--- src/rtl/core/xvsd_pkg.sv ---
// Shared constants, types and helpers for the XOR vertical span drawer.
// No dependencies; the top level, datapath and controller use this package.
`timescale 1ns / 1ps

package xvsd_pkg;

    // Framebuffer geometry
    localparam int COLUMNS          = 224;
    localparam int BYTES_PER_COLUMN = 32;
    localparam int FB_BYTES         = COLUMNS * BYTES_PER_COLUMN;
    localparam int ADDR_W           = (FB_BYTES > 1) ? $clog2(FB_BYTES) : 1;

    // Field widths fixed by the interface
    localparam int COL_W      = 8;
    localparam int ROW_W      = 8;
    localparam int BYTE_IDX_W = ROW_W - 3;
    localparam int DATA_W     = 8;

    localparam logic [ROW_W-1:0]  ROW_MAX   = ROW_W'(BYTES_PER_COLUMN * 8 - 1);
    localparam logic [DATA_W-1:0] ALL_ONES  = 8'hff;
    localparam logic [2:0]        TOP_BIT   = 3'd7;

    // Controller -> datapath commands
    typedef struct packed {
        logic load;        // latch a new span
        logic issue;       // read the current byte and advance
        logic clear_step;  // write one zero byte of the reset sweep
    } t_dp_cmd;

    // Datapath -> controller status
    typedef struct packed {
        logic col_ok;      // column on the start port is on screen
        logic rd_last;     // current byte is the last of the span
        logic clear_last;  // sweep is at the final address
    } t_dp_status;

    // Saturate a row to the height of a column
    function automatic logic [ROW_W-1:0] clamp_row(input logic [ROW_W-1:0] row);
        logic [ROW_W-1:0] res;
        res = (row > ROW_MAX) ? ROW_MAX : row;
        return res;
    endfunction

endpackage

--- src/rtl/core/xvsd_ctrl.sv ---
// Controller: sequences the reset sweep and the byte loop of each span.
// Depends on xvsd_pkg.
`timescale 1ns / 1ps

module xvsd_ctrl (
    input  logic                  i_clk,
    input  logic                  i_rst_n,
    input  logic                  i_start,
    input  xvsd_pkg::t_dp_status  i_status,
    output xvsd_pkg::t_dp_cmd     o_cmd,
    output logic                  o_busy
);

    typedef enum logic [1:0] {
        S_CLEAR,
        S_IDLE,
        S_RUN,
        S_DRAIN
    } t_state;

    t_state r_state, n_state;
    logic   r_busy;

    always_comb begin
        n_state = r_state;
        o_cmd   = '0;
        unique case (r_state)
            S_CLEAR: begin
                o_cmd.clear_step = 1'b1;
                if (i_status.clear_last) begin
                    n_state = S_IDLE;
                end
            end
            S_IDLE: begin
                // off-screen column: word taken, nothing drawn
                if (i_start && i_status.col_ok) begin
                    o_cmd.load = 1'b1;
                    n_state    = S_RUN;
                end
            end
            S_RUN: begin
                o_cmd.issue = 1'b1;
                if (i_status.rd_last) begin
                    n_state = S_DRAIN;
                end
            end
            S_DRAIN: begin
                n_state = S_IDLE;
            end
            default: begin
                n_state = S_IDLE;
            end
        endcase
    end

    always_ff @(posedge i_clk) begin
        if (!i_rst_n) begin
            r_state <= S_CLEAR;
            r_busy  <= 1'b1;
        end else begin
            r_state <= n_state;
            r_busy  <= (n_state != S_IDLE);
        end
    end

    assign o_busy = r_busy;

endmodule
--- config.mk ---
export PLATFORM = sky130hd
export DESIGN_NAME = xvsd_ctrl
export DESIGN_NICKNAME = d
export VERILOG_FILES = /design/src/rtl/core/xvsd_pkg.sv /design/src/rtl/core/xvsd_ctrl.sv
export SDC_FILE = /design/constraint.sdc
export NUM_CORES = 1
export LEC_CHECK = 0
export BUFFER_PORTS_ARGS = -buffer_cell sky130_fd_sc_hd__buf_4
export CAP_MARGIN = 30
export CORE_AREA = 2 2 39 41
export CTS_CLUSTER_DIAMETER = 40
export DETAILED_ROUTE_END_ITERATION = 16
export DIE_AREA = 0 0 41 43
export SLEW_MARGIN = 20
export SYNTH_ARGS = -nofsm -noshare
export SYNTH_HDL_FRONTEND = slang
export SYNTH_SLANG_ARGS = --single-unit
export TNS_END_PERCENT = 30
--- constraint.sdc ---
create_clock -name i_clk -period 1.6 [get_ports i_clk]
set_clock_uncertainty 0.05 [all_clocks]
set_input_delay 0.48 -clock i_clk [delete_from_list [all_inputs] [get_ports i_clk]]
set_output_delay 0.48 -clock i_clk [all_outputs]
set_load 0.005 [all_outputs]
==> results of run 1 <==
-- layer usage --
| layer | wire [µm] | up-vias | global-route usage, % |
|---|---|---|---|
| met3 | 59 | 2 | 4.712 |
| li1 | - | 76 | - |
| met2 | 159 | 8 | 6.250 |
| met4 | 9 | 0 | 8.000 |
| met5 | 0 | - | 0 |
| met1 | 133 | 61 | 2.894 |
-- power breakdown --
part / leakage [µW] / switching [µW] / internal, µW
clock: 0.0000150 / 33.7 / 93.0
sequential: 0.0000249 / 4.06 / 81.4
combinational: 0.0000763 / 13.2 / 24.1
-- registers in the layout, summed over array words and instances (netlist names) --
register,count
r_state,2
o_busy,1
-- worst paths after layout --
check	from	to	slack, ns	cells after the start
setup / recovery	r_state[1]	o_cmd[2]	0.06	2
hold / removal	i_status[0]	o_busy	0.42	2
setup reg to reg	r_state[1]	r_state[1]	0.62	2
hold reg to reg	r_state[1]	o_busy	0.54	2
-- metrics by stage --
stage | utilization, % | hold WS (ns) | total power (µW)
after global routing | 18.17 | 0.4054 | 271.2
final | 18.17 | 0.4158 | 249.5
after detailed placement | 16.18 | 0.5423 | 124.2
after floorplan | - | 0.4891 | 99.82
after global placement | 16.18 | 0.5380 | 123.2
after CTS | 18.08 | 0.4119 | 257.1
-- final cells by class --
cell class	instances	share of cell area [%]
clock buffers	4	10.45
inverters	1	1.493
multi-input cells	9	29.35
flip-flops and latches	3	23.88
repair buffers	9	26.87
well taps	16	7.960
-- Yosys cell counts --
cell / instances
sky130_fd_sc_hd__and2b_1: 1
sky130_fd_sc_hd__dfxtp_1: 3
sky130_fd_sc_hd__nand3b_1: 1
sky130_fd_sc_hd__a211oi_2: 1
sky130_fd_sc_hd__nor2_1: 1
sky130_fd_sc_hd__a32oi_1: 1
sky130_fd_sc_hd__and4b_1: 1
sky130_fd_sc_hd__o21a_1: 1
sky130_fd_sc_hd__inv_1: 1
sky130_fd_sc_hd__o31ai_1: 1
sky130_fd_sc_hd__and2_2: 1
-- logic make-up (layout without fill, tap and decap cells) --
family	after synthesis	after routing
buf+inv	1	14
compound gates	4	4
flops	3	3
simple gates	5	5
-- timing repair --
action                     4_1_cts  5_1_grt
hold endpoints to repair         0        0
setup endpoints to repair        0        1
buffers inserted                 0        0
gates resized for setup          0        1
==> impl_metrics.csv, run 1 <==
group,metric,value,unit
die,num_rows,14,
clocking,clkLatencyLatePin,0.22,ns
final_layout,sequential_cell_area,60.06,µm²
logic_synthesis,synth-seq-area-share,44.04,%
logic_synthesis,synth-compound-area-share,26.61,%
logic_synthesis,yosysWarnings,0,
timing,slew_headroom,81.91,%
worst_setup_path,crit_path_cell_trace,"and4b_2 > buf_4",
timing,final.setup.worst_slack,0.05988,ns
die,floorplan.initialDensity,9.855,%
final_layout,fin_nets,33,
power,power_density_over_the_cells,992.2,nW/µm²
logic_synthesis,synth.top_cells.by_area,"sky130_fd_sc_hd__dfxtp_1 44%, sky130_fd_sc_hd__a211oi_2 9.2%, sky130_fd_sc_hd__and4b_1 7.3%",
die,die_width,41,µm
final_layout,final-instance-count-excl-fill,42,
logic_synthesis,post_synth_num_cell_types,11,
final_layout,insertedDiodeCount,0,
timing,setup_tns,0,ns
timing,post-route-period-util,96.26,%
clocking,root_buffer,"sky130_fd_sc_hd__clkbuf_4",
run_status,outcome,"finished clean",
clocking,clk_pin_slew_worst_paths,0.03,ns
logic_synthesis,synthesis.instances,13,
timing,grt_setup_unrepaired,"false",
routing,drc_errors,0,
logic_synthesis,synth.ff_latch_count,3,
routing,routed-via-count,147,
logic_synthesis,synth_top_family_by_area,"compound AO/OA/AOI/OAI gates",
worst_setup_path,crit_slowest_cell,"sky130_fd_sc_hd__dfxtp_1",
worst_setup_path,critPathLaunchType,"flop",
global_route,grt_max_degree,6,
logic_synthesis,synth_adder_area_share,0,%
timing,post_layout_minimum_cycle_time,1.540,ns
logic_synthesis,post_synthesis_simple_gate_area_fraction,26.61,%
clocking,htree_levels,1,
worst_setup_path,timing.critical_path.slowest_cell_delay,0.37,ns
die,core_area,1384,µm²
global_route,globalRouteTotalUtil,5.020,%
clocking,cts_num_sinks,3,
placement,placement.io_buffers,9,
worst_setup_path,crit_type,"flop to output port",
timing,finalHoldViolCount,0,
logic_synthesis,synth_area_per_cell,10.49,µm²
global_route,total_grt_overflow,0,
logic_synthesis,synthXorXnorAreaFrac,0,%
routing,drt-initial-drc-count,2,
global_route,antenna_found_initial,0,
final_layout,synth_to_final_area_change,84.40,%
placement,routabilityCongestion,0.4966,
routing,antenna_violating_nets_post_route,0,
logic_synthesis,post-synth-top-area-cell,"sky130_fd_sc_hd__dfxtp_1",
power,p_leak,0.0001161,µW
routing,route.final.wire_length,361,µm
worst_setup_path,crit_fanout,5,
power,ir_drop,178.7,µV
clocking,postCtsHoldBufs,0,
timing,peak_clock_frequency_supported_by_timing,0.6493,GHz
worst_setup_path,timing.critical_path.arrival,1.01,ns
clocking,tritoncts_buffer_count,3,
timing,timing_max_transition_violations_final,0,
placement,post_dp_cell_area,224.0,µm²
logic_synthesis,post_synth_instance_area,136.4,µm²
worst_setup_path,top_delay_family_on_crit_path,"flip-flops",
timing,worstMarginPinSlew,0.2690,ns
worst_setup_path,critical_path_buf_inv_count,1,
final_layout,most_used_cells_in_the_layout_excluding_fill_and_tap_cells,"9 x sky130_fd_sc_hd__buf_4, 3 x sky130_fd_sc_hd__clkbuf_4, 3 x sky130_fd_sc_hd__dfxtp_1",
global_route,grt_pass1_vias,125,
logic_synthesis,post_synth_mux_area_share,0,%
final_layout,fin_area,251.5,µm²
final_layout,fraction_of_final_layout_cells_sized_beyond_drive_strength_1,57.69,%
die,io_pins,10,
run,max-cap-violations,0,
clocking,tritoncts,"yes",
worst_setup_path,setup.worst_path.end_class,"output port",
logic_synthesis,synth.top_cell.area_share,44.04,%
timing,final-setup-viol-count,0,
routing,first_pass_iters,2,
worst_setup_path,worst-endpoint-required,1.07,ns
routing,detail_route.vias_per_cell,3.500,
clocking,max-clock-path-buffers,2,
placement,placed_cells_incl_taps,38,
placement,place_ws,0.09030,ns
final_layout,multi_input_comb_area,73.82,µm²
final_layout,final_common_cell,"sky130_fd_sc_hd__buf_4",
global_route,first_pass_grt_wire_length,469,µm
min_path,min-delay-path-class,"input pin to flop",
die,fp.dieArea,1763,µm²
final_layout,n_fill_cell,164,
die,overall_die_height,43,µm
logic_synthesis,syn_nets,19,
routing,route.detailed.wl_per_inst,8.595,µm
Power figures use the tool's default switching activity.
==> run 2: changes to the inputs <==
--- a/config.mk
+++ b/config.mk
@@ -8,6 +8,7 @@
 export BUFFER_PORTS_ARGS = -buffer_cell sky130_fd_sc_hd__buf_4
 export CAP_MARGIN = 30
 export CORE_AREA = 2 2 39 41
+export CTS_BUF_LIST = sky130_fd_sc_hd__clkbuf_2 sky130_fd_sc_hd__clkbuf_4 sky130_fd_sc_hd__clkbuf_8
 export CTS_CLUSTER_DIAMETER = 40
 export DETAILED_ROUTE_END_ITERATION = 16
 export DIE_AREA = 0 0 41 43
==> run 2 against run 1 <==
Compared with the run above: flip-flop and latch count unchanged; clock power up 13%; power up 6.8%; sequential power about the same; largest cell class unchanged.
==> impl_metrics.csv, run 2 (synthesized netlist as in run 1, its figures left out) <==
group,metric,value,unit
power,power_density_over_the_cells,1044,nW/µm²
clocking,htree_levels,1,
worst_setup_path,worst_r2r_endpoint,"r_state[1]",
final_layout,synth_to_final_area_change,87.16,%
timing,slew_headroom,81.91,%
worst_setup_path,crit_type,"flop to output port",
final_layout,fin_nets,33,
timing,worstMarginPinSlew,0.2690,ns
worst_setup_path,ff2ff_path_depth,2,
global_route,antenna_found_initial,0,
final_layout,fraction_of_final_layout_cells_sized_beyond_drive_strength_1,61.54,%
timing,hold_slack,0.4156,ns
worst_setup_path,path_depth,2,
worst_setup_path,crit_path_cell_trace,"and4b_2 > buf_4",
placement,placement.io_buffers,9,
die,overall_die_height,43,µm
worst_setup_path,critical_path_buf_inv_count,1,
global_route,first_pass_grt_wire_length,469,µm
die,floorplan.initialDensity,9.855,%
run_status,outcome,"finished clean",
worst_setup_path,crit_fanout,5,
final_layout,final_common_cell,"sky130_fd_sc_hd__buf_4",
timing,timing_max_transition_violations_final,0,
final_layout,largest_register_ffs,2,
worst_setup_path,top_delay_family_on_crit_path,"flip-flops",
min_path,min_delay_path_depth,2,
final_layout,max_flop_register,"r_state",
power,post-layout-total-power,266.6,µW
clocking,clkLatencyLatePin,0.23,ns
clocking,cts_num_sinks,3,
timing,grt_setup_unrepaired,"false",
min_path,hold_end,"o_busy",
final_layout,insertedDiodeCount,0,
timing,finalHoldViolCount,0,
worst_setup_path,crit_slowest_cell,"sky130_fd_sc_hd__dfxtp_1",
routing,drc_errors,0,
placement,routabilityCongestion,0.4966,
min_path,worst_hold_startpoint,"i_status[0]",
timing,post_layout_minimum_cycle_time,1.541,ns
timing,post-route-period-util,96.33,%
die,num_rows,14,
worst_setup_path,worst-endpoint-required,1.07,ns
clocking,max-clock-path-buffers,2,
power,p_leak,0.0001196,µW
die,die_width,41,µm
final_layout,most_used_cells_in_the_layout_excluding_fill_and_tap_cells,"9 x sky130_fd_sc_hd__buf_4, 4 x sky130_fd_sc_hd__clkbuf_4, 3 x sky130_fd_sc_hd__dfxtp_1",
die,io_pins,10,
worst_setup_path,reg2reg_from,"r_state[1]",
worst_setup_path,critPathLaunchType,"flop",
worst_setup_path,regToRegSetupSlack,0.62,ns
clocking,tritoncts_buffer_count,3,
die,fp.dieArea,1763,µm²
clocking,root_buffer,"sky130_fd_sc_hd__clkbuf_4",
placement,place_ws,0.09030,ns
clocking,clk_pin_slew_worst_paths,0.03,ns
routing,first_pass_iters,2,
global_route,globalRouteTotalUtil,5.020,%
power,ir_drop,180.1,µV
routing,drt-initial-drc-count,1,
run,max-cap-violations,0,
global_route,grt_max_degree,6,
routing,detail_route.vias_per_cell,3.524,
timing,final.setup.worst_slack,0.05866,ns
final_layout,n_fill_cell,163,
global_route,grt_pass1_vias,125,
clocking,tritoncts,"yes",
timing,setup_tns,0,ns
clocking,postCtsHoldBufs,0,
routing,route.detailed.wl_per_inst,8.619,µm
worst_setup_path,timing.critical_path.arrival,1.01,ns
timing,peak_clock_frequency_supported_by_timing,0.6488,GHz
routing,route.final.wire_length,362,µm
min_path,min-delay-path-class,"input pin to flop",
worst_setup_path,timing.critical_path.slowest_cell_delay,0.37,ns
global_route,total_grt_overflow,0,
routing,antenna_violating_nets_post_route,0,
routing,routed-via-count,148,
die,core_area,1384,µm²
worst_setup_path,critPathLaunch,"r_state[1]",
timing,final-setup-viol-count,0,
worst_setup_path,setup.worst_path.end_class,"output port",
[run 2: timing repair]
item / 4_1_cts / 5_1_grt
endpoints found under the setup margin: 0 / 1
buffers inserted: 0 / 0
resized for setup: 0 / 1
[run 2: how the worst max path moves through the flow]
stage	endpoint	slack, ns
2_1_floorplan	o_cmd[2]	0.34
3_3_place_gp	o_cmd[2]	0.1
3_5_place_dp	o_cmd[2]	0.09
4_1_cts	o_cmd[2]	0.03
5_1_grt	o_cmd[2]	0.004
6_report	o_cmd[2]	0.06
[run 2: through the flow]
stage / instances / util, % / area [µm²]
after global routing: 42 / 18.44 / 255.2
final: 42 / 18.44 / 255.2
after floorplan: 13 / - / 136.4
after CTS: 42 / 18.35 / 254.0
after detailed placement: 38 / 16.18 / 224.0
after global placement: 38 / 16.18 / 224.0
[run 2: layer usage]
metal  up-vias  GRT usage (%)  part of all wire, %
met5         -              0                    0
met4         0          8.000                  2.5
met3         2          4.712                   16
met2         8          6.250                   44
met1        62          2.894                   36
li1         76              -                    -
[run 2: layout make-up]
type                    instances  area [µm²]  share of cell area [%]
inverters                       1       3.754                   1.471
flip-flops and latches          3       60.06                   23.53
multi-input cells               9       73.82                   28.92
clock buffers                   4       30.03                   11.76
well taps                      16       20.02                   7.843
repair buffers                  9       67.56                   26.47
[run 2: power breakdown]
group / switching, µW / internal, µW
clock network: 33.9 / 110
logic: 13.2 / 24.1
registers: 4.05 / 81.4
total: 51.2 / 215
